===== src/hdl/qvr_pkg.sv =====
// ----------------------------------------------------------------------------
// qvr_pkg
// Shared types and constants of the quaternion vector rotator.
// ----------------------------------------------------------------------------
package qvr_pkg;

  // Quaternion registers are Q2.14
  localparam int QUAT_WIDTH      = 16;
  localparam int QUAT_FRAC_BITS  = 14;
  localparam int PROD_WIDTH      = 2 * QUAT_WIDTH;
  localparam int RAW_FRAC_BITS   = 2 * QUAT_FRAC_BITS;
  localparam int RAW_WIDTH       = 36;
  localparam int NUM_COEFFS      = 9;
  localparam int CFG_INDEX_WIDTH = 3;

  localparam logic [QUAT_WIDTH-1:0] QUAT_ONE = QUAT_WIDTH'(1) << QUAT_FRAC_BITS;

  typedef logic [1:0] mode_t;

  localparam mode_t MODE_FOUR  = 2'd0;  // w passed through
  localparam mode_t MODE_THREE = 2'd1;  // w forced to 1.0
  localparam mode_t MODE_TWO   = 2'd2;  // z taken as zero, w forced to 1.0

  typedef logic [CFG_INDEX_WIDTH-1:0] cfg_index_t;

  localparam cfg_index_t REG_QUAT_X = 3'd0;
  localparam cfg_index_t REG_QUAT_Y = 3'd1;
  localparam cfg_index_t REG_QUAT_Z = 3'd2;
  localparam cfg_index_t REG_QUAT_W = 3'd3;

  // control that travels with each item down the pipeline
  typedef struct packed {
    logic valid;
    logic last;
  } stage_ctl_t;

endpackage


===== src/hdl/qvr_accum_stage.sv =====
// ----------------------------------------------------------------------------
// qvr_accum_stage
// Second pipeline stage: three-term row sums plus the rounding half.
// ----------------------------------------------------------------------------
module qvr_accum_stage
  import qvr_pkg::*;
#(
  parameter  int VECTOR_WIDTH    = 32,
  parameter  int COEFF_FRAC_BITS = 14,
  localparam int CW              = COEFF_FRAC_BITS + 4,
  localparam int PW              = VECTOR_WIDTH + CW,
  localparam int SW              = PW + 2
) (
  input  logic                               clk,
  input  logic                               rst_n,
  input  stage_ctl_t                         up_ctl,
  output logic                               up_ready,
  input  logic [NUM_COEFFS-1:0][PW-1:0]      prod,
  input  logic [VECTOR_WIDTH-1:0]            w_in,
  input  logic                               down_ready,
  output stage_ctl_t                         ctl,
  output logic [2:0][SW-1:0]                 sum,
  output logic [VECTOR_WIDTH-1:0]            w_out
);

  localparam logic signed [SW-1:0] HALF = SW'(1) <<< (COEFF_FRAC_BITS - 1);

  logic signed [SW-1:0]    sum_nxt [3];
  logic [2:0][SW-1:0]      sum_r;
  logic [VECTOR_WIDTH-1:0] w_r;
  stage_ctl_t              ctl_r;
  logic                    load;

  for (genvar r = 0; r < 3; r++) begin : g_row
    assign sum_nxt[r] = SW'($signed(prod[3*r])) + SW'($signed(prod[3*r+1]))
                      + SW'($signed(prod[3*r+2])) + HALF;
  end

  assign up_ready = !ctl_r.valid || down_ready;
  assign load     = up_ctl.valid && up_ready;

  always_ff @(posedge clk) begin
    if (!rst_n) begin
      ctl_r.valid <= 1'b0;
    end else if (up_ready) begin
      ctl_r.valid <= up_ctl.valid;
    end
    if (load) begin
      for (int r = 0; r < 3; r++) begin
        sum_r[r] <= sum_nxt[r];
      end
      w_r        <= w_in;
      ctl_r.last <= up_ctl.last;
    end
  end

  assign ctl   = ctl_r;
  assign sum   = sum_r;
  assign w_out = w_r;

endmodule


===== config.mk =====
export PLATFORM = sky130hd
export DESIGN_NAME = qvr_accum_stage
export DESIGN_NICKNAME = d
export VERILOG_FILES = /design/src/hdl/qvr_pkg.sv /design/src/hdl/qvr_accum_stage.sv
export SDC_FILE = /design/constraint.sdc
export NUM_CORES = 1
export LEC_CHECK = 0
export BUFFER_PORTS_ARGS = -buffer_cell sky130_fd_sc_hd__clkbuf_2
export CAP_MARGIN = 5
export CORE_UTILIZATION = 30
export DETAILED_ROUTE_END_ITERATION = 10
export PLACE_DENSITY = 0.5
export RECOVER_POWER = 100
export SYNTH_ARGS = -nofsm -noshare
export SYNTH_HDL_FRONTEND = slang
export SYNTH_SLANG_ARGS = --single-unit

===== constraint.sdc =====
create_clock -name clk -period 8.6 [get_ports clk]
set_input_delay 0 -clock clk [delete_from_list [all_inputs] [get_ports clk]]
set_output_delay 0 -clock clk [all_outputs]
set_load 0.005 [all_outputs]

After elaboration in Yosys (flattened, before gate mapping)
Index checks and enable logic that the tools add are counted.

cells by class
  add/sub/neg operators = 9
  reduce and logical (&&, ||, !) cells = 3

operators by type and width
  cell                                                              count
  51-bit by 50-bit adder with 52-bit output                         3
  52-bit by 15-bit adder with 52-bit output, second input constant  3
  50-bit by 50-bit adder with 51-bit output                         3
  1-bit logical AND                                                 1
  1-bit logical NOT                                                 1
  1-bit logical OR                                                  1

storage, ports and cells
  register bits = 190
  output and inout port bits = 191

Depth between registers and ports, before layout
Gate-level depths: netlist (run 1).

  depth after elaboration = 3
  depth in mapped cells = 16
  depth with buffers taken out = 16

Worst setup path before layout (run 1)
No wires, ideal clock.

  path kind = register to register
  start point = register ctl_r (netlist bit ctl[1])
  end point = register ctl_r (netlist bit ctl[0]), enable pin
  library setup time = 573 ps
  setup slack = 3,275 ps
  period minus slack after synthesis = 5,325 ps
  cell stages (with the launch flop) = 3
  data arrival time = 4,752 ps
  cell sequence = dfxtp_1 > nand2b_1 > and2_1

on the way
  word-level cells in the longest chain between the ends = 3

ends and longest elaborated chain
  what                RTL line               source
  start: declaration  qvr_accum_stage.sv:31  stage_ctl_t ctl_r;
  1-bit logical NOT   qvr_accum_stage.sv:39  assign up_ready = !ctl_r.valid || down_ready;
  1-bit logical OR    qvr_accum_stage.sv:39
  named net up_ready  qvr_accum_stage.sv:17  output logic up_ready,
  1-bit logical AND   qvr_accum_stage.sv:40  assign load = up_ctl.valid && up_ready;
  named net load      qvr_accum_stage.sv:32  logic load;

The timed path passes the listed nets, and every way through them passes these cells.
A chain may end at the register's enable or synchronous reset.

Final worst setup path (run 1)
  start point = register ctl_r (netlist bit ctl[1])
  end point = register sum_r (netlist bit sum[49]), enable pin

on the way
  word-level cells in the longest chain between the ends = 3

ends and longest elaborated chain
  what                            RTL line               source
  1-bit logical NOT               qvr_accum_stage.sv:39
  1-bit logical OR                qvr_accum_stage.sv:39
  1-bit logical AND               qvr_accum_stage.sv:40
  named net load                  qvr_accum_stage.sv:32
  end signal: indexed assignment  qvr_accum_stage.sv:50  sum_r[r] <= sum_nxt[r];
  end: declaration                qvr_accum_stage.sv:29  logic [2:0][SW-1:0] sum_r;

The timed path passes the listed nets, and every way through them passes these cells.

==> results of run 1 <==
-- power by group --
part / switching, mW / total [mW] / leakage [nW] / internal, mW
Clock: 0.455 / 0.842 / 0.278 / 0.387
Sequential: 0.0864 / 1.50 / 1.84 / 1.41
Combinational: 1.67 / 2.83 / 11.7 / 1.17
Total: 2.21 / 5.17 / 13.8 / 2.97
-- area by class of cell --
class | instances | area, um2 | share of cell area, %
flip-flops and latches | 190 | 5700 | 22.1
clock inverters | 14 | 136 | 0.529
diodes | 1 | 2.50 | 0.00971
well taps | 873 | 1090 | 4.24
inverters | 552 | 2070 | 8.04
multi-input cells | 1383 | 12700 | 49.2
clock buffers | 18 | 429 | 1.67
repair buffers | 727 | 3670 | 14.2
-- stage by stage --
stage | instances | total power, mW | area (um2) | setup WS (ns) | hold slack [ns]
after CTS | 3757 | 5.33 | 26100 | 3.95 | 0.0784
after global placement | 3678 | 4.41 | 25100 | 4.31 | 0.177
after floorplan | 2165 | 3.36 | 20700 | 3.28 | 0.0989
after global routing | 3758 | 5.60 | 25800 | 1.92 | 0.137
after detailed placement | 3678 | 4.41 | 25100 | 4.25 | 0.179
final | 3758 | 5.17 | 25800 | 2.47 | 0.125
-- critical path, delay by kind of cell, from the launching register on --
family                 cells  cell delay, ns
buffers and inverters      2            2.86
and+or+nand+nor            2            2.50
DFF                        1            0.33
-- per-layer routing --
metal,track usage [%],routed length [um],part of all wire [%],up-vias
met1,23.8,29200,44,8441
met5,0,0,0,-
met3,2.87,2720,4.1,70
met4,5.83,1630,2.4,0
li1,-,-,-,8660
met2,33.2,32900,49,484
-- path summary, 6_finish.rpt --
kind	slack, ns	end	depth (start not counted)	start
max	2.47	sum[49]	4	ctl[1]
min	0.12	sum[54]	4	prod[201]
max reg2reg	2.47	sum[49]	4	ctl[1]
min reg2reg	1.14	ctl[1]	3	ctl[1]
-- Yosys cell counts, drive strengths merged, types with 4 or more instances --
library cell	n
a21o	94
nor2b	13
ha	297
nand4	33
nor2	63
o21bai	26
or3	7
o211ai	8
o221ai	4
a21boi	4
a21oi	154
clkbuf	40
edfxtp	189
nand3	31
o31ai	7
a211oi	13
nor3	11
fa	153
o21ai	81
nand2b	15
a221oi	6
o21a	15
and3	14
xor2	58
nor4	4
a41oi	4
a211o	9
a31oi	14
inv	552
o41ai	6
or2	5
xnor2	81
and2	16
nand2	92
a2111oi	6
-- placed cells by master (no fill, tap or decap), types with 6 or more instances in the layout --
cell           netlist  layout
edfxtp_1           189     189
o21a_1              15      15
a31oi_1             14      14
fa_1               153     153
nand4_1             33      33
a21oi_1            151     154
clkbuf_2             2     509
xor2_1              58      58
clkbuf_1            38     169
nor2_1              62      63
dlygate4sd3_1        0      47
o21ai_0             74      79
clkbuf_16            0      17
o211ai_1             6       7
a221oi_1             6       6
xnor2_1             81      81
nand2b_1            15      15
ha_1               297     297
o31ai_1              6       7
nand3_1             31      31
and3_1              14      14
a211oi_1             8      12
inv_1              552     552
a21o_1              94      94
inv_8                0       6
or3_1                7       7
a2111oi_0            4       6
a211o_1              9       9
o21bai_1            26      26
nand2_1             92      92
and2_1              15      11
nor2b_1             13      13
nor3_1              10      10
-- sequential cells by signal (all words and copies together) (netlist names) --
| signal | cells |
|---|---|
| sum | 156 |
| w_out | 32 |
| ctl | 2 |
-- cells by family (layout without fill, tap and decap cells) --
family,Yosys count,count (layout)
xor gates and xnor gates,139,139
and+or+nand+nor,310,310
other,0,1
DFF,190,190
adders and majority gates,450,450
AOI/OAI and AO/OA,481,481
muxes,3,3
buffers and inverters,592,1311
==> metrics.txt, run 1 <==
Clock H-tree levels=4; Ys Warns=0; Worst-path clk slew=0.09 ns; Detailed Routing Iterations Pass 1=5; CP arrival=6.25 ns; syn nets=3102; Final GP Congestion=0.939; Die W=between 200 and 300 um; post-synth top area cell=edfxtp_1; adder-cell share of the synthesized area=between 30% and 40%; IR drop worst, VDD=149 uV; Synth area leaders=edfxtp_1, ha_1, fa_1; wirelength, routed=approximately 66000 um; max-slew violations=78; area share of the largest cell type after synthesis=a little over a quarter; CTS root buffer=clkbuf_16; Worst Setup End Kind=flop; cts hold-fix bufs=47; critical path fanouts, max=53; period utilization=roughly 71%; RSZ-0062 raised after global routing=no; Core Util, Final=around two fifths; detailed-route vias per instance=approximately 4.7; vias in the first global route=~19k; final setup vio count=0; crit-path cells=nand2b_1 -> and2_0 -> clkbuf_1 -> buf_4; wire per inst=17.7 um; mux cell area share after synthesis=less than 1%; first-pass GRT wire length=about 100000 um; Synth Area in Compound Gates=15.7%; DR iter-0 viols=just under 700; synth unique cells=76; Mapped Area=approximately 21000 um2; Syn Inst Count=2165; I/O Buffers=677; setup TNS=0 ns; sequential area share after synthesis=27.5%; initial cell density of the core=30.6%; total of max-cap violations=2; floorplan die height=265 um; clock skew=between 0.01 and 0.015 ns; layout cells sized above 1=about a fifth; failing checks=capacitance limit, slew limit; via count=17.7k; Slew Limit Headroom=-121%; antenna violations before repair=1; CP max stage cell=and2_0; CTS tree=built; Resized Gates After CTS=0; Final Hold Viols=0; CP Class=reg2reg; simple-gate portion of the synthesized area=around 7.3%; core area=67800 um2; P&R area growth vs syn=24.4%; worst min path class=in2reg; Max Clk Rate=163 MHz; Pleak=~14 nW; Post-DRT Antenna Nets=0; # Post-CTS Setup Buffers=0; main combinational cell family by area after synthesis=adder cells; clk_lat worst skew=0.50 ns; Final nets=3808; Post-DP HPWL=57100 um; status=finished with violations; Critical Path Source Type=flop; XOR/XNOR share of the synthesized area=5.87%; EDFF count, synth=189; main flop type after synthesis=edfxtp_1; Die ar.=70100 um2; Async SR Flop Fraction=0%; CTS Sinks=between 150 and 200; Worst path max stage delay=2.39 ns; Num CTS Buffers=17; pwr/cell area=201 nW/um2; Boundary Pins=between 600 and 700; Fillers=roughly 7k; largest net degree at the start of global routing=between 60 and 70; DRC=0; Std-Cell Rows=95; Yosys reg bits=between 150 and 200; Tmin final=6.13 ns; Worst-Margin Slew=3.31 ns; clk buf depth=2; synthesized area per cell=9.57 um2; worst path required time=8.72 ns; GRT Overall Usage=18.9%; GRT overflow=0
Power figures use the tool's default switching activity.
==> inputs of run 2 (changes only) <==
PLACE_DENSITY = 0.52   (was 0.5)
clock period = 5.6 ns   (was 8.6 ns; I/O delays follow)
==> metrics.txt, run 2 (synthesized netlist as in run 1, its figures left out) <==
status=finished with violations; failing checks=capacitance limit, slew limit; clk buf depth=2; Worst Hold Launch=prod[350]; cts hold-fix bufs=46; P_sw=3.37 mW; crit-path cells=dlygate4sd3_1 -> clkbuf_2 -> fa_1 -> dlygate4sd3_1 -> ha_1 -> ha_1 -> a211oi_1 -> o21ai_0 -> o2111ai_1 -> a2111oi_4 -> o211a_1 -> o41ai_1 -> nor3_2 -> o211ai_1 -> a31oi_1 -> xnor2_1; critical path fanouts, max=4; CTS root buffer=clkbuf_16; clock share of power=between 10% and 20%; Std-Cell Rows=95; Tmin final=4.97 ns; CP arrival=5.22 ns; clk_lat worst skew=between 0.4 and 0.5 ns; Boundary Pins=678; Pleak=13.8 nW; R2R Setup Slk=0.93 ns; most common cell after layout, fill and taps aside=inv_1; Hold Path Stages=4; final design instance area without fill=25800 um2; core area=67800 um2; Sw Ratio=42.4%; Fillers=around 7.0k; period utilization=88.7%; final setup vio count=0; Worst-path clk slew=0.08 ns; max FFs per register=156; Detailed Routing Iterations Pass 1=4; pre-CTS setup slack=about 1.3 ns; placed cell area=25100 um2; Worst Setup End Kind=flop; Hold WS=0.0520 ns; RSZ-0062 raised after global routing=no; Post-DRT Antenna Nets=0; vias in the first global route=18.6k; Internal Power=4.58 mW; CP Class=in2reg; worst min path class=in2reg; total of max-cap violations=1; Post-DP HPWL=56600 um; Reg area=5700 um2; Num CTS Buffers=17; clock skew=about 0.0094 ns; pwr/cell area=308 nW/um2; CTS Sinks=190; most frequent cells in the layout=inv_1, clkbuf_2, ha_1; detailed-route vias per instance=approximately 4.7; GRT Overall Usage=18.7%; I/O Buffers=677; worst r2r src=ctl[1]; largest net degree at the start of global routing=96; Comb pwr share=54.8%; P&R area growth vs syn=24.5%; multi-input logic area=12700 um2; Resized Gates After CTS=0; Worst-Margin Slew=3.33 ns; via count=about 18k; reg2reg path depth=3; worst path required time=5.85 ns; layout cells sized above 1=19.4%; Critical R2R Capture=sum[28]; Final nets=3806; floorplan die height=265 um; GRT overflow=0; sequential share of power=28.9%; Die W=roughly 260 um; Slew Limit Headroom=-122%; CP max stage cell=o41ai_1; setup TNS=0 ns; wire per inst=17.4 um; # Post-CTS Setup Buffers=0; Hold EP=sum[104]; DR iter-0 viols=765; Clock H-tree levels=4; Die ar.=70100 um2; Power, Total=roughly 8 mW; Final Hold Viols=0; wirelength, routed=65300 um; final worst setup slack=0.632 ns; IR drop worst, VDD=245 uV; Max Clk Rate=201 MHz; Worst path max stage delay=0.76 ns; DRC=0; Antenna Cells=0; CTS tree=built; initial cell density of the core=30.6%; first-pass GRT wire length=~100000 um; Critical Path Source Type=input port; Final GP Congestion=0.897; antenna violations before repair=0; max-slew violations=45
## run 2: cell types whose count changed in the layout (fill, tap and decap cells not counted), moves of 2 or more
| cell | delta |
|---|---|
| inv_6 | -2 |
| clkinv_4 | +2 |
| inv_8 | -2 |
| buf_4 | -2 |
## run 2: area by class of cell
cell class                      count  area share [%]
Multi-Input combinational cell   1383            49.2
Sequential cell                   190            22.1
Timing Repair Buffer              725            14.2
Inverter                          552            8.03
Tap cell                          873            4.23
Clock buffer                       17            1.65
Clock inverter                     15           0.602
## run 2: worst max-delay path: cells and delay by family
family                     cells  cell delay (ns)
AOI/OAI and AO/OA              8             2.82
buffers and inverters          3             1.22
adders and majority gates      3             0.89
xor gates and xnor gates       1             0.14
and+or+nand+nor                1             0.13
## run 2: routing by layer
metal | share of wire, % | vias to the layer above | track usage (%)
met2 | 50 | 450 | 32.7
li1 | - | 8642 | -
met3 | 4.2 | 52 | 2.88
met1 | 44 | 8359 | 23.8
met4 | 1.9 | 0 | 4.95
met5 | 0 | - | 0
## run 2: power groups by stage
stage | sequential, mW | combinational [mW] | clock (mW)
after floorplan | 2.35 | 2.82 | 0
after global placement | 2.34 | 4.44 | 0
after detailed placement | 2.34 | 4.45 | 0
after CTS | 2.31 | 4.52 | 1.36
after global routing | 2.34 | 4.88 | 1.40
final | 2.30 | 4.36 | 1.30
## run 2: worst max-delay path by stage
stage | cells past startpoint | slack (ns) | endpoint | from
6_report | 16 | 0.63 | sum[155] | prod[401]
3_5_place_dp | 17 | 1.28 | sum[152] | prod[302]
3_3_place_gp | 17 | 1.39 | sum[152] | prod[302]
5_1_grt | 16 | 0.40 | sum[155] | prod[401]
2_1_floorplan | 2 | 0.28 | ctl[0] | ctl[1]
4_1_cts | 17 | 0.91 | sum[152] | prod[401]
## run 2: through the flow
stage	util, %	std cells
after floorplan	-	2165
after global placement	37.0	3677
after detailed placement	37.0	3677
after CTS	38.6	3755
after global routing	38.1	3755
final	38.1	3755
==> inputs of run 3 (changes only) <==
PLACE_DENSITY = 0.5   (was 0.52)
TNS_END_PERCENT = 1   (was not set)
clock period = 5.7 ns   (was 5.6 ns; I/O delays follow)
==> metrics.txt, run 3 (synthesized netlist as in run 1, its figures left out) <==
I/O Buffers=677; Clock H-tree levels=4; pwr/cell area=302 nW/um2; most common cell after layout, fill and taps aside=inv_1; Post-DRT Antenna Nets=0; Slew Limit Headroom=-60.9%; largest net degree at the start of global routing=around 110; Fillers=around 7k; Std-Cell Rows=95; CTS tree=built; status=finished with violations; wire per inst=17.5 um; clk buf depth=2; Max Clk Rate=205 MHz; Tmin final=4.88 ns; CP arrival=a little over 5 ns; CTS Sinks=190; Worst Hold Launch=prod[201]; max FFs per register=156; floorplan die height=265 um; max-slew violations=194; vias in the first global route=around 19k; Pleak=13.8 nW; GRT Overall Usage=around a fifth; worst r2r src=ctl[1]; R2R Setup Slk=1.37 ns; initial cell density of the core=30.6%; wirelength, routed=65800 um; Power, Total=approximately 8 mW; CTS root buffer=clkbuf_16; Detailed Routing Iterations Pass 1=7; Final GP Congestion=0.914; core area=just under 70000 um2; worst path required time=5.96 ns; Final Hold Viols=0; Worst-path clk slew=0.08 ns; Core Util, Final=38.1%; RSZ-0062 raised after global routing=no; period utilization=85.6%; CP Class=in2reg; Die W=between 200 and 300 um; Worst-Margin Slew=~2.4 ns; setup TNS=0 ns; Num CTS Buffers=17; reg2reg path depth=3; failing checks=capacitance limit, slew limit; most frequent cells in the layout=inv_1, clkbuf_2, ha_1; # Post-CTS Setup Buffers=0; Worst Setup End Kind=flop; clk_lat worst skew=0.51 ns; Hold Path Stages=4; Boundary Pins=678; clock skew=between 0.01 and 0.015 ns; worst min path class=in2reg; P&R area growth vs syn=24.4%; Post-DP HPWL=56800 um; Die ar.=70100 um2; layout cells sized above 1=19.4%; Critical Path Source Type=input port; IR drop worst, VDD=230 uV; final setup vio count=0; critical path fanouts, max=4; first-pass GRT wire length=102000 um; DR iter-0 viols=790; total of max-cap violations=3; DRC=0; via count=between 15k and 20k; Antenna Cells=0; Final nets=around 3.8k; Critical R2R Capture=sum[24]; GRT overflow=0; detailed-route vias per instance=4.68; Hold EP=sum[54]; antenna violations before repair=0
[run 3: worst max path at each step]
stage                    from  endpoint  slack [ns]
global route        prod[101]   sum[50]        0.45
detailed placement  prod[302]  sum[152]        1.38
finish              prod[401]  sum[155]        0.82
CTS                 prod[401]  sum[152]        1.09
floorplan              ctl[1]    ctl[0]        0.38
global placement    prod[302]  sum[152]        1.43
[run 3: cell type report]
type | instances | area (um2) | area share (%)
clock buffer | 17 | 425 | 1.65
clock inverter | 15 | 154 | 0.597
inverter | 552 | 2070 | 8.04
multi-input combinational | 1383 | 12700 | 49.2
sequential | 190 | 5700 | 22.1
tap | 873 | 1090 | 4.24
timing repair buffer | 726 | 3660 | 14.2
[run 3: report_power, final]
group / switching [mW] / internal (mW) / leakage [nW] / total, mW
Clock: 0.662 / 0.620 / 0.286 / 1.28
Combinational: 2.50 / 1.76 / 11.7 / 4.26
Sequential: 0.127 / 2.13 / 1.84 / 2.26
Total: 3.29 / 4.50 / 13.8 / 7.80
[run 3: timing repair]
| action | CTS | global route |
|---|---|---|
| resized for setup | 0 | 0 |
| endpoints found under the hold margin | 40 | 0 |
| hold buffers | 47 | 0 |
[run 3: metal layers]
layer,vias up,GRT usage (%),wire length (um)
met3,89,3.16,2880
met4,0,7.20,2260
met2,502,32.7,32200
met1,8342,23.5,28400
met5,-,0,0
li1,8648,-,-
[run 3: metrics by stage]
step | hold WS [ns] | area (um2) | instances | setup WS (ns)
6_report | 0.108 | 25800 | 3756 | 0.821
5_1_grt | 0.0938 | 25800 | 3756 | 0.449
4_1_cts | 0.0639 | 26100 | 3756 | 1.09
3_5_place_dp | 0.179 | 25100 | 3677 | 1.38
3_3_place_gp | 0.178 | 25100 | 3677 | 1.43
2_1_floorplan | 0.0989 | 20700 | 2165 | 0.375
[run 3: critical path, cell delays in order]
cell           delay, ns
dlygate4sd3_1       0.53
clkbuf_1            0.11
fa_1                0.42
dlygate4sd3_1       0.57
ha_1                0.19
ha_1                0.24
a211oi_1            0.26
o21ai_0             0.26
o2111ai_1           0.53
a2111oi_4           0.18
o211a_1             0.32
o41ai_1             0.82
nor3_2              0.12
o211ai_1            0.30
a31oi_1             0.15
xnor2_1             0.14
