<file path="src/hdl/qvr_pkg.sv">
// ----------------------------------------------------------------------------
// qvr_pkg
// Shared types and constants of the quaternion vector rotator.
// ----------------------------------------------------------------------------
package qvr_pkg;

  // Quaternion registers are Q2.14
  localparam int QUAT_WIDTH      = 16;
  localparam int QUAT_FRAC_BITS  = 14;
  localparam int PROD_WIDTH      = 2 * QUAT_WIDTH;
  localparam int RAW_FRAC_BITS   = 2 * QUAT_FRAC_BITS;
  localparam int RAW_WIDTH       = 36;
  localparam int NUM_COEFFS      = 9;
  localparam int CFG_INDEX_WIDTH = 3;

  localparam logic [QUAT_WIDTH-1:0] QUAT_ONE = QUAT_WIDTH'(1) << QUAT_FRAC_BITS;

  typedef logic [1:0] mode_t;

  localparam mode_t MODE_FOUR  = 2'd0;  // w passed through
  localparam mode_t MODE_THREE = 2'd1;  // w forced to 1.0
  localparam mode_t MODE_TWO   = 2'd2;  // z taken as zero, w forced to 1.0

  typedef logic [CFG_INDEX_WIDTH-1:0] cfg_index_t;

  localparam cfg_index_t REG_QUAT_X = 3'd0;
  localparam cfg_index_t REG_QUAT_Y = 3'd1;
  localparam cfg_index_t REG_QUAT_Z = 3'd2;
  localparam cfg_index_t REG_QUAT_W = 3'd3;

  // control that travels with each item down the pipeline
  typedef struct packed {
    logic valid;
    logic last;
  } stage_ctl_t;

endpackage

</file>
<file path="src/hdl/qvr_round_stage.sv">
// ----------------------------------------------------------------------------
// qvr_round_stage
// Last pipeline stage: drop the coefficient fraction bits, saturate each
// component and hold the result item for the output channel.
// ----------------------------------------------------------------------------
module qvr_round_stage
  import qvr_pkg::*;
#(
  parameter  int VECTOR_WIDTH    = 32,
  parameter  int COEFF_FRAC_BITS = 14,
  localparam int CW              = COEFF_FRAC_BITS + 4,
  localparam int SW              = VECTOR_WIDTH + CW + 2
) (
  input  logic                        clk,
  input  logic                        rst_n,
  input  stage_ctl_t                  up_ctl,
  output logic                        up_ready,
  input  logic [2:0][SW-1:0]          sum,
  input  logic [VECTOR_WIDTH-1:0]     w_in,
  input  logic                        down_ready,
  output stage_ctl_t                  ctl,
  output logic [2:0][VECTOR_WIDTH-1:0] res,
  output logic [VECTOR_WIDTH-1:0]     w_out,
  output logic                        sat
);

  localparam int SHW = SW - COEFF_FRAC_BITS;
  localparam logic [VECTOR_WIDTH-1:0] V_MAX = {1'b0, {(VECTOR_WIDTH-1){1'b1}}};
  localparam logic [VECTOR_WIDTH-1:0] V_MIN = {1'b1, {(VECTOR_WIDTH-1){1'b0}}};

  logic [2:0][VECTOR_WIDTH-1:0] res_nxt, res_r;
  logic [2:0]                   clip;
  logic [VECTOR_WIDTH-1:0]      w_r;
  logic                         sat_r;
  stage_ctl_t                   ctl_r;
  logic                         load;

  for (genvar r = 0; r < 3; r++) begin : g_sat
    logic signed [SHW-1:0] shifted;

    // floor shift; the half was added upstream
    assign shifted    = SHW'($signed(sum[r]) >>> COEFF_FRAC_BITS);
    assign clip[r]    = !((&shifted[SHW-1:VECTOR_WIDTH-1]) ||
                          (~|shifted[SHW-1:VECTOR_WIDTH-1]));
    assign res_nxt[r] = clip[r] ? (shifted[SHW-1] ? V_MIN : V_MAX)
                                : shifted[VECTOR_WIDTH-1:0];
  end

  assign up_ready = !ctl_r.valid || down_ready;
  assign load     = up_ctl.valid && up_ready;

  always_ff @(posedge clk) begin
    if (!rst_n) begin
      ctl_r.valid <= 1'b0;
    end else if (up_ready) begin
      ctl_r.valid <= up_ctl.valid;
    end
    if (load) begin
      res_r      <= res_nxt;
      w_r        <= w_in;
      sat_r      <= |clip;
      ctl_r.last <= up_ctl.last;
    end
  end

  assign ctl   = ctl_r;
  assign res   = res_r;
  assign w_out = w_r;
  assign sat   = sat_r;

  a_sat_extreme: assert property (@(posedge clk) disable iff (!rst_n)
    ctl_r.valid && sat_r |->
      (res_r[0] == V_MAX) || (res_r[0] == V_MIN) ||
      (res_r[1] == V_MAX) || (res_r[1] == V_MIN) ||
      (res_r[2] == V_MAX) || (res_r[2] == V_MIN))
    else $error("saturation flagged but no component at a range limit");

endmodule

</file>
<file path="config.mk">
export PLATFORM = sky130hd
export DESIGN_NAME = qvr_round_stage
export DESIGN_NICKNAME = d
export VERILOG_FILES = /design/src/hdl/qvr_pkg.sv /design/src/hdl/qvr_round_stage.sv
export SDC_FILE = /design/constraint.sdc
export NUM_CORES = 1
export LEC_CHECK = 0
export BUFFER_PORTS_ARGS = -buffer_cell sky130_fd_sc_hd__buf_2
export CORE_AREA = 3 3 126 128
export CTS_CLUSTER_DIAMETER = 50
export DETAILED_ROUTE_END_ITERATION = 10
export DIE_AREA = 0 0 129 131
export PLACE_DENSITY = 0.68
export SYNTH_ARGS = -nofsm -noshare
export SYNTH_HDL_FRONTEND = slang
export SYNTH_SLANG_ARGS = --single-unit
</file>
<file path="constraint.sdc">
create_clock -name clk -period 8.8 [get_ports clk]
set_clock_uncertainty 0.2 [all_clocks]
set_input_delay 1.76 -clock clk [delete_from_list [all_inputs] [get_ports clk]]
set_output_delay 1.76 -clock clk [all_outputs]
set_load 0.02 [all_outputs]
</file>
Yosys cells after proc, flatten, opt, wreduce, memory -nomap -nowiden

Index checks and enable logic that the tools add are counted.

Bits in latches: 0
Memory bits (read-only): 0
Output and inout port bits: 132
Bits of input ports: 193
Memory bits (writable): 0
Memories kept: 0
Bits in registers: 131

Bitwise gates (word level): 0
Multiply operators: 0
Equal/unequal tests: 0
$lt $le $gt $ge: 0
Reduce and logical (&&, ||, !) cells: 19
Mux-type cells: 6
Divide/modulo/power cells: 0
$add $sub $neg: 0
Shift-type cells: 0

Operator list:

| cell                | number |
|---|---|
| $mux W32            | 6 |
| $reduce_and A7 Y1   | 3 |
| $reduce_or A7 Y1    | 3 |
| $logic_not A1 Y1    | 7 |
| $logic_or A1 B1 Y1  | 4 |
| $reduce_or A3 Y1    | 1 |
| $logic_and A1 B1 Y1 | 1 |

Longest topological paths before layout

Gate-level depths: netlist of run 1.

Depth in word-level cells: 5
Mapped depth: 5
Mapped depth without buffers: 4

Worst setup path before layout of run 1

No wires, ideal clock.

Path kind: input port to flip-flop
Start point: in down_ready
End point: reg ctl_r, in the netlist ctl[0], enable pin
Library setup time: 504 ps
Path buffers: 0
Setup slack: 3,054 ps
Arrival: 5,041 ps
Stages: 2
Cell sequence: nand2b_1 and2_1

Word-level cells in the longest chain between the ends: 2

Ends and longest elaborated chain:

| item                | line                  | source |
|---|---|---|
| start, declared     | qvr_round_stage.sv:20 | `input logic down_ready,` |
| $logic_or A1 B1 Y1  | qvr_round_stage.sv:49 | `assign up_ready = !ctl_r.valid \|\| down_ready;` |
| $logic_and A1 B1 Y1 | qvr_round_stage.sv:50 | `assign load = up_ctl.valid && up_ready;` |
| net load            | qvr_round_stage.sv:36 | `logic load;` |
| end, declared       | qvr_round_stage.sv:35 | `stage_ctl_t ctl_r;` |

The timed path passes the listed nets, and every way through them passes these cells.
A chain may end at the register's enable or synchronous reset.

Worst setup path in the final report of run 1

Start point: in down_ready
End point: out up_ready

Word-level cells in the longest chain between the ends: 1

Ends and longest elaborated chain:

| item               | line                  | source |
|---|---|---|
| $logic_or A1 B1 Y1 | qvr_round_stage.sv:49 |  |
| end, declared      | qvr_round_stage.sv:17 | `output logic up_ready,` |

No other way between the ends.

==> results.md, run 1 <==
* Switch share at 23.8%
* Max_cap viols at 0
* Clk pin slew, worst setup/hold paths at 0.06 ns
* Post-CTS Setup Bufs at 0
* Gpl congestion at 0.792
* First-pass GRT wire length at 17500 microns
* Ys Warns at 0
* Post-Syn Area at 4980 sq um
* Peak supply drop at 109 uV
* Clk Latency, worst-skew pair at 0.40 ns
* Die width at 129 microns
* Area Overhead vs Synth at 41.5%
* Iter 0 DRT Violations at 162
* Final Net Count at 746
* First-pass DRT Iterations at 4
* Clock sink count at 131
* Register bit total from synthesis at 131
* Vias in the first global route at 3391
* Clk pwr share at 43.2%
* Net switching power figure at 0.379 mW
* Setup crit start kind: input port
* CP Class: input port to primary output
* Largest net degree at the start of global routing at 71
* Sequential-to-total area share from yosys stat at 78.8%
* Proportion of layout cells with a drive suffix above 1 at 56.9%
* Power Density at 226 nW/um^2
* Htree depth at 4
* Crit-path max FO at 3
* Status: finished, final reports clean
* Logic pwr share at 10.3%
* Worst hold path class: flip-flop to flip-flop
* Final slew viol count at 0
* Leak at 3.39 nW
* Cts repair resizes at 0
* Vias per inst at 4.52
* Number of routed nets with antenna violations at 0
* Total grt overflow at 0
* Num CTS Buffers at 17
* RSZ-0062 raised after global routing: false
* Max frequency at 242 MHz
* Final setup violation count at 0
* Fillcell total at 1353
* Routed via count at 3405
* Max clock buf depth at 2
* Critical register-to-register path startpoint: ctl[1]
* Final hold vios at 0
* Slew HR at 17.3%
* Crit path launch: down_ready
* R2r setup slk at 6.23 ns
* TritonCTS clock tree: yes
* Routed met3 length at 1240 microns
* Core ar. at 15000 sq um
* Row count at 45
* Final core occ at 47.0%
* Period Utilization, post-route at 47.0%
* Hold Buf Count CTS at 0
* Worst-Margin Slew at 1.24 ns
* Met2 routed WL at 5930 microns
* Int Power at 1.21 mW
* Sequential share of power at 46.5%
* Ports at 325
* IO buf count at 282
* Avg WL per Cell at 16.3 microns
* Fin crit period at 4.14 ns
* Die Ht at 131 microns
* Initial Util at 33.2%
* Commonest non-fill, non-tap cell in the layout: buf_2
* Pwr Total at 1.59 mW
* Drt total wl at 12300 microns
* DRC at 0
* Avg Inst Size Synth at 18.4 sq um
* Syn nets at 464
* Most frequent cells in the layout: buf_2, edfxtp_1, a21o_1
* Worst EP arrival at 2.18 ns
* Setup TNS at 0 ns
* CP Capture Type: primary output
* Die Area at 16900 sq um
* CTS root buffer: clkbuf_16
* Unique cell type count in the Yosys netlist at 17
* Critical Path RT at 6.84 ns
* Hold_sp: ctl[1]
* Initial antenna violation count at 0
* DP HPWL at 8850 microns
* Max Used Layer: met4
* GRT Total Usage at 13.7%
* M1 WL at 4940 microns
* Antenna fix cells at 0
* Post-Synthesis Cells at 271
## final timing paths
path         endpoint  cells past startpoint
min            ctl[1]                      2
max          up_ready                      3
max reg2reg   res[32]                      3
min reg2reg    ctl[1]                      2
## synth_stat cells
library cell / instances / area (sq um)
inv_1: 1 / 3.75
clkbuf_1: 3 / 11.3
buf_4: 9 / 67.6
o21ai_2: 3 / 26.3
nor2b_4: 3 / 41.3
nor4_1: 3 / 18.8
nor3_1: 3 / 15.0
nand2b_1: 1 / 6.26
nand3_1: 4 / 20.0
nand4_1: 3 / 18.8
dfxtp_1: 1 / 20.0
a21o_1: 93 / 698
buf_6: 9 / 101
a21boi_0: 1 / 7.51
nand2_1: 3 / 11.3
and2_1: 1 / 6.26
edfxtp_1: 130 / 3900
## layer usage
metal	vias to the layer above	global-route usage, %
li1	1624	-
met5	-	0
met2	189	22.1
met3	13	5.93
met4	0	5.37
met1	1579	16.1
## area by class of cell
type	instances	area, sq um	share of cell area (%)
multi-input cells	118	872	12.4
clock inverters	14	154	2.18
clock buffers	18	429	6.09
inverters	1	3.75	0.0533
repair buffers	284	1430	20.2
well taps	188	235	3.34
flip-flops and latches	131	3920	55.7
## sequential cells by signal (all words and copies together), names as in the netlist
| name | count |
|---|---|
| w_out | 32 |
| sat | 1 |
| ctl | 2 |
| res | 96 |
## power groups by stage
| stage | Sequential, mW | Clock [mW] | Combinational [mW] |
|---|---|---|---|
| 2_1_floorplan | 0.806 | 0 | 0.0420 |
| 6_report | 0.741 | 0.687 | 0.164 |
| 5_1_grt | 0.744 | 0.735 | 0.178 |
| 3_5_place_dp | 0.754 | 0 | 0.167 |
| 4_1_cts | 0.741 | 0.707 | 0.167 |
| 3_3_place_gp | 0.753 | 0 | 0.163 |
## cells by family (layout without fill, tap and decap cells)
logic type             after synthesis  after routing  synth area share [%]
AO/OA/AOI/OAI                       97             97                  14.7
buffers and inverters               22            317                  3.70
flip-flops                         131            131                  78.8
AND/OR/NAND/NOR                     21             21                  2.77
## per-stage QoR
stage / std cells / area [sq um] / hold WS, ns / setup slack [ns]
after floorplan: 271 / 4980 / 0.550 / 3.05
after global placement: 722 / 6460 / 0.341 / 4.67
after detailed placement: 722 / 6460 / 0.363 / 4.66
after CTS: 754 / 7040 / 0.373 / 4.66
after global routing: 754 / 7040 / 0.408 / 4.64
final: 754 / 7040 / 0.366 / 4.66
## worst max-delay path, stage by stage
cell	delay [ns]
buf_2	0.10
nand2b_1	0.15
buf_2	0.17
Note: power is estimated with default switching activity, not from simulation.
==> run 2: changes to the inputs <==
--- a/config.mk
+++ b/config.mk
@@ -10,7 +10,7 @@
 export CTS_CLUSTER_DIAMETER = 50
 export DETAILED_ROUTE_END_ITERATION = 10
 export DIE_AREA = 0 0 129 131
-export PLACE_DENSITY = 0.68
+export PLACE_DENSITY = 0.7
 export SYNTH_ARGS = -nofsm -noshare
 export SYNTH_HDL_FRONTEND = slang
 export SYNTH_SLANG_ARGS = --single-unit
==> constraint.sdc (replaced) <==
create_clock -name clk -period 3.67 [get_ports clk]
set_clock_uncertainty 0.2 [all_clocks]
set_input_delay 0.734 -clock clk [delete_from_list [all_inputs] [get_ports clk]]
set_output_delay 0.734 -clock clk [all_outputs]
set_load 0.02 [all_outputs]
==> run 2 against run 1 <==
  * Non-clock buffer count grew 3
  * Highest routed layer is now met5
  * Register-to-register slack lost 4.3 ns
  * Critical endpoint unchanged
  * First-iteration DRC count is the same
  * Clock power grew 120%
==> results.md, run 2 (synthesis results as in run 1) <==
* Status: finished, final reports clean
* Commonest non-fill, non-tap cell in the layout: buf_2
* Cts repair resizes at 0 (unchanged)
* Clk pin slew, worst setup/hold paths at 0.06 ns (about the same)
* Vias per inst at 4.60 (+1.9%)
* Setup TNS at 0 ns (unchanged)
* First-pass GRT wire length at 18100 microns (+3.3%)
* Buf/Inv on CP at 2 (unchanged)
* Worst path max stage delay at 0.17 ns (about the same)
* Row count at 45 (unchanged)
* Final setup violation count at 0 (unchanged)
* CTS root buffer: clkbuf_16
* Initial Util at 33.2% (unchanged)
* Htree depth at 4 (unchanged)
* Worst-Margin Slew at 0.807 ns (-0.433 ns)
* Die Ht at 131 microns (unchanged)
* RSZ-0062 raised after global routing: false
* Max frequency at 478 MHz
* Post-CTS Setup Bufs at 0 (unchanged)
* Crit-path cells: buf_2 > nand2b_1 > buf_2
* Period Utilization, post-route at 57.0%
* Hold Buf Count CTS at 0 (unchanged)
* Critical Path RT at 2.74 ns (-4.10 ns)
* Routed via count at 3494 (+2.6%)
* Worst hold path class: input port to flip-flop
* Initial antenna violation count at 2 (+2)
* DRC at 0 (unchanged)
* CP Class: input port to primary output
* Fillcell total at 1365 (+0.89%)
* Proportion of layout cells with a drive suffix above 1 at 57.1% (+0.23 points)
* Iter 0 DRT Violations at 162 (unchanged)
* Final hold vios at 0 (unchanged)
* Clk Latency, worst-skew pair at 0.40 ns (about the same)
* GRT Total Usage at 14.1% (+0.38 points)
* Die width at 129 microns (unchanged)
* Gpl congestion at 0.743 (-6.1%)
* Slew HR at 46.2% (+29 points)
* Final slew viol count at 0 (unchanged)
* CP delay by family, top: buffers and inverters
* Ports at 325 (unchanged)
* Core ar. at 15000 sq um (unchanged)
* Leak at 3.39 nW (+0.24%)
* Max_cap viols at 0 (unchanged)
* Worst EP arrival at 1.16 ns (-1.02 ns)
* DP HPWL at 9020 microns (+1.9%)
* Power Density at 521 nW/um^2 (+130%)
* CP max-delay cell: buf_2
* Max reg flops at 96 (unchanged)
* IO buf count at 282 (unchanged)
* Total grt overflow at 0 (unchanged)
* TritonCTS clock tree: yes
* Max clock buf depth at 2 (unchanged)
* First-pass DRT Iterations at 4 (unchanged)
* Crit-path max FO at 3 (unchanged)
* Peak supply drop at 267 uV (+140%)
* Vias in the first global route at 3508 (+3.5%)
* Drt total wl at 12400 microns (+0.72%)
* Num CTS Buffers at 17 (unchanged)
* Most common cell on crit path: buf_2
* Die Area at 16900 sq um (unchanged)
* Avg WL per Cell at 16.3 microns (about the same)
* Fin crit period at 2.09 ns
* Area Overhead vs Synth at 41.3%
* Clock sink count at 131 (unchanged)
* Setup crit start kind: input port
* Min Hold Slack at 0.303 ns (-0.0632 ns)
* CP Capture Type: primary output
* Number of routed nets with antenna violations at 0 (unchanged)
* Largest net degree at the start of global routing at 80 (+13%)
* Most frequent cells in the layout: buf_2, edfxtp_1, a21o_1
* Final Net Count at 749 (+0.40%)
-- run 2: changes by cell type in the layout (fill, tap and decap cells not counted), sizes merged, moves of 2 or more --
cell      previous run  this run
clkinvlp             6         4
buf                284       287
diode                0         2
clkinv               3         7
bufinv               2         0
-- run 2: routing by layer --
layer	GRT usage, %	share of wire (%)	up-vias	wire length (microns)
met1	15.3	37	1680	4610
li1	-	-	1629	-
met4	5.74	1.3	2	164
met3	6.59	9.4	17	1160
met5	0	0.11	-	13
met2	23.8	52	166	6410
-- run 2: through the flow --
stage | instance area [sq um] | instances | util [%] | worst slack [ns] | total power [mW]
finish | 7030 | 759 | 47.0 | 1.58 | 3.67
global placement | 6500 | 725 | 43.4 | 1.22 | 2.20
floorplan | 4980 | 271 | - | 0.389 | 2.03
global route | 7030 | 758 | 46.9 | 1.52 | 3.83
CTS | 7030 | 757 | 46.9 | 1.58 | 3.73
detailed placement | 6500 | 725 | 43.4 | 1.19 | 2.21
-- run 2: area by class of cell --
type / instances / area, sq um / share of cell area, %
flip-flops and latches: 131 / 3920 / 55.8
repair buffers: 287 / 1460 / 20.8
multi-input cells: 118 / 872 / 12.4
clock buffers: 17 / 425 / 6.05
well taps: 188 / 235 / 3.34
clock inverters: 15 / 106 / 1.51
diodes: 2 / 5.00 / 0.0712
inverters: 1 / 3.75 / 0.0534
-- run 2: path summary, 6_finish.rpt --
kind / startpoint / to / slack [ns] / depth (start not counted)
min: w_in[26] / w_out[26] / 0.30 / 1
min reg2reg: ctl[1] / ctl[1] / 0.37 / 2
max: down_ready / up_ready / 1.58 / 3
max reg2reg: ctl[1] / res[79] / 1.94 / 3
-- run 2: power breakdown --
group | switching, mW | internal [mW]
sequential | 0.0215 | 1.75
combinational | 0.245 | 0.153
clock | 0.630 | 0.864
total | 0.896 | 2.77
==> run 3: changes to the inputs <==
--- a/config.mk
+++ b/config.mk
@@ -5,12 +5,13 @@
 export SDC_FILE = /design/constraint.sdc
 export NUM_CORES = 1
 export LEC_CHECK = 0
+export ABC_AREA = 1
 export BUFFER_PORTS_ARGS = -buffer_cell sky130_fd_sc_hd__buf_2
-export CORE_AREA = 3 3 126 128
+export CORE_AREA = 3 3 125 127
 export CTS_CLUSTER_DIAMETER = 50
 export DETAILED_ROUTE_END_ITERATION = 10
-export DIE_AREA = 0 0 129 131
-export PLACE_DENSITY = 0.7
+export DIE_AREA = 0 0 128 130
+export PLACE_DENSITY = 0.69
 export SYNTH_ARGS = -nofsm -noshare
 export SYNTH_HDL_FRONTEND = slang
 export SYNTH_SLANG_ARGS = --single-unit
==> constraint.sdc (replaced) <==
create_clock -name clk -period 2 [get_ports clk]
set_clock_uncertainty 0.2 [all_clocks]
set_input_delay 0.4 -clock clk [delete_from_list [all_inputs] [get_ports clk]]
set_output_delay 0.4 -clock clk [all_outputs]
set_load 0.02 [all_outputs]
==> run 3 against run 2 <==
  * Total power increased by 97%
  * First-iteration DRC count increased by 22%
  * Cell area increased by 9.3%
  * Critical endpoint is now res[16]
==> results.md, run 3 <==
* Crit-path cells: dlygate4sd3_1 > buf_2 > inv_2 > nand2_2 > o21ai_2 > buf_4 > nand2_1
* Die Area at 16600 sq um (-1.5%)
* Switch share at 23.8% (-0.66 points)
* Compound-cell area share of the yosys netlist at 1.72% (-13 points)
* Min Hold Slack at 0.0564 ns (-0.247 ns)
* M1 WL at 5230 microns (+13%)
* First-pass DRT Iterations at 4 (unchanged)
* Num CTS Buffers at 17 (unchanged)
* Initial antenna violation count at 3 (+1)
* Hold Buf Count CTS at 36 (+36)
* DRC at 0 (unchanged)
* Syn nets at 579 (+25%)
* Worst hold path class: input port to flip-flop
* Clock sink count at 131 (unchanged)
* Power Density at 939 nW/um^2 (+80%)
* Vias in the first global route at 4129 (+18%)
* Area Overhead vs Synth at 51.4%
* Clk pwr share at 43.8% (+3.1 points)
* Largest net degree at the start of global routing at 70 (-13%)
* Iter 0 DRT Violations at 197 (+22%)
* Total grt overflow at 0 (unchanged)
* Final hold vios at 0 (unchanged)
* Post-Synthesis Cells at 386 (+42%)
* CP delay by family, top: buffers and inverters
* Final std cell area, no fill at 7690 sq um (+9.3%)
* Synth top cells by count: nand2_1, edfxtp_1, nor2_1, nand2_2, buf_4
* Initial Util at 35.0% (+1.7 points)
* Post-CTS Setup Bufs at 0 (unchanged)
* Most frequent cells in the layout: buf_2, nand2_1, edfxtp_1
* Max clock buf depth at 2 (unchanged)
* Leak at 3.41 nW (+0.42%)
* Worst EP arrival at 1.76 ns (+0.60 ns)
* Routed via count at 4071 (+17%)
* Vias per inst at 4.46 (-3.1%)
* Area contributors post-synth: edfxtp_1, nand2_1, buf_6
* Routed met3 length at 1340 microns (+15%)
* Unique cell type count in the Yosys netlist at 17 (unchanged)
* Crit-path max FO at 23 (+20)
* TritonCTS clock tree: yes
* IO buf count at 282 (unchanged)
* Status: finished, final reports clean
* Final slew viol count at 0 (unchanged)
* Proportion of layout cells with a drive suffix above 1 at 48.4% (-8.7 points)
* Drt total wl at 14300 microns (+15%)
* Net switching power figure at 1.72 mW (+92%)
* Post-synth EDFFs at 130 (unchanged)
* Met2 routed WL at 7310 microns (+14%)
* Main synth FF type: edfxtp_1
* RSZ-0062 raised after global routing: false
* Peak supply drop at 473 uV (+77%)
* Commonest non-fill, non-tap cell in the layout: buf_2
* Post-Syn Area at 5080 sq um (+2.1%)
* Antenna fix cells at 0 (-2)
* Ys Warns at 0 (unchanged)
* Xor/xnor share of the synthesized area at 0% (unchanged)
* Sequential-to-total area share from yosys stat at 77.2% (-1.6 points)
* Setup crit start kind: input port
* Htree depth at 4 (unchanged)
* Avg WL per Cell at 15.6 microns (-4.1%)
* Fillcell total at 1263 (-7.5%)
* Clk Latency, worst-skew pair at 0.40 ns (about the same)
* Period Utilization, post-route at 90.9%
* CP max-delay cell: dlygate4sd3_1
* Max Used Layer: met5
* Ports at 325 (unchanged)
* CTS root buffer: clkbuf_16
* Cell Area, Placed at 6720 sq um (+3.5%)
* Critical Path RT at 1.94 ns (-0.80 ns)
* Max frequency at 550 MHz
* Final setup violation count at 0 (unchanged)
* Slew HR at 75.0% (+29 points)
* Logic pwr share at 11.0% (+0.2 points)
* Max_cap viols at 0 (unchanged)
* Worst path max stage delay at 0.53 ns (+0.36 ns)
* Largest family of logic cells by synthesized area: simple AND/OR/NAND/NOR gates
* CP Class: input port to flip-flop
* Int Power at 5.50 mW (+99%)
* Buf/Inv on CP at 4 (+2)
* CP Capture Type: flip-flop
* Cts repair resizes at 0 (unchanged)
* Most frequent cell after synthesis: nand2_1
* Gpl congestion at 0.881 (+19%)
* Die width at 128 microns (-0.78%)
* Top cell type's share of synthesized area at 76.8% (-1.6 points)
* Adder-Cell Fraction of Synth Area at 0% (unchanged)
* Final Net Count at 909 (+21%)
* Fin crit period at 1.82 ns
* Clk pin slew, worst setup/hold paths at 0.06 ns (about the same)
* Post-synth ARST share at 0% (unchanged)
* Register bit total from synthesis at 131 (unchanged)
* Core ar. at 14500 sq um (-3.0%)
* Sequential share of power at 45.2% (-3.2 points)
* Post-synth top area cell: edfxtp_1
* Avg Inst Size Synth at 13.2 sq um (-28%)
* Mux share of post-synthesis cell area at 0% (unchanged)
* Die Ht at 130 microns (-0.76%)
* Number of routed nets with antenna violations at 0 (unchanged)
* DP HPWL at 10000 microns (+11%)
* Worst-Margin Slew at 0.375 ns (-0.433 ns)
* GRT Total Usage at 16.6% (+2.5 points)
* Max reg flops at 96 (unchanged)
* Row count at 44 (-2.2%)
* Post-synthesis simple-gate area fraction at 17.0% (+14 points)
* First-pass GRT wire length at 21000 microns (+16%)
==> run 3: per-layer routing <==
layer	global-route usage, %	vias up
met5	0	-
met4	6.80	6
met3	6.43	30
met2	29.0	211
met1	18.0	1864
li1	-	1960
==> run 3: worst paths after layout <==
| kind | end | from | depth (start not counted) | slack (ns) |
|---|---|---|---|---|
| min reg2reg | ctl[1] | ctl[1] | 2 | 0.36 |
| min | res[73] | sum[127] | 3 | 0.06 |
| max | res[16] | sum[51] | 7 | 0.18 |
| max reg2reg | res[66] | ctl[1] | 2 | 0.52 |
==> run 3: layout make-up <==
class | count | area, sq um | area share (%)
multi-input cells | 229 | 972 | 12.6
clock inverters | 15 | 180 | 2.34
flip-flops and latches | 131 | 3930 | 51.1
repair buffers | 332 | 1930 | 25.1
inverters | 5 | 26.3 | 0.342
well taps | 184 | 230 | 2.99
clock buffers | 17 | 425 | 5.53
==> run 3: metrics by stage <==
stage	std cells	power (mW)	worst slack (ns)	setup TNS, ns	utilization, %
final	913	7.22	0.183	0	52.9
after global placement	845	4.04	0.310	0	46.3
after floorplan	386	3.70	-1.20	-155.37	-
after global routing	913	7.50	0.104	0	52.9
after CTS	913	7.31	0.200	0	52.9
after detailed placement	845	4.06	0.282	0	46.3
==> run 3: logic make-up (layout without fill, tap and decap cells) <==
logic type      count (synthesis)  in the layout
compound gates                  8              8
buf+inv                        26            369
flops                         131            131
simple gates                  221            221
==> run 3: power groups by stage <==
stage	Sequential [mW]	Combinational [mW]	Clock, mW
final	3.26	0.795	3.16
after global routing	3.28	0.859	3.37
after CTS	3.26	0.800	3.25
after detailed placement	3.32	0.742	0
after global placement	3.31	0.727	0
after floorplan	3.54	0.163	0
==> run 3: worst reg2reg max path, delay by kind of cell, from the launching register on <==
kind	cells	cell delay (ns)
flip-flops	1	0.36
buffers and inverters	1	0.34
AO/OA/AOI/OAI	1	0.19
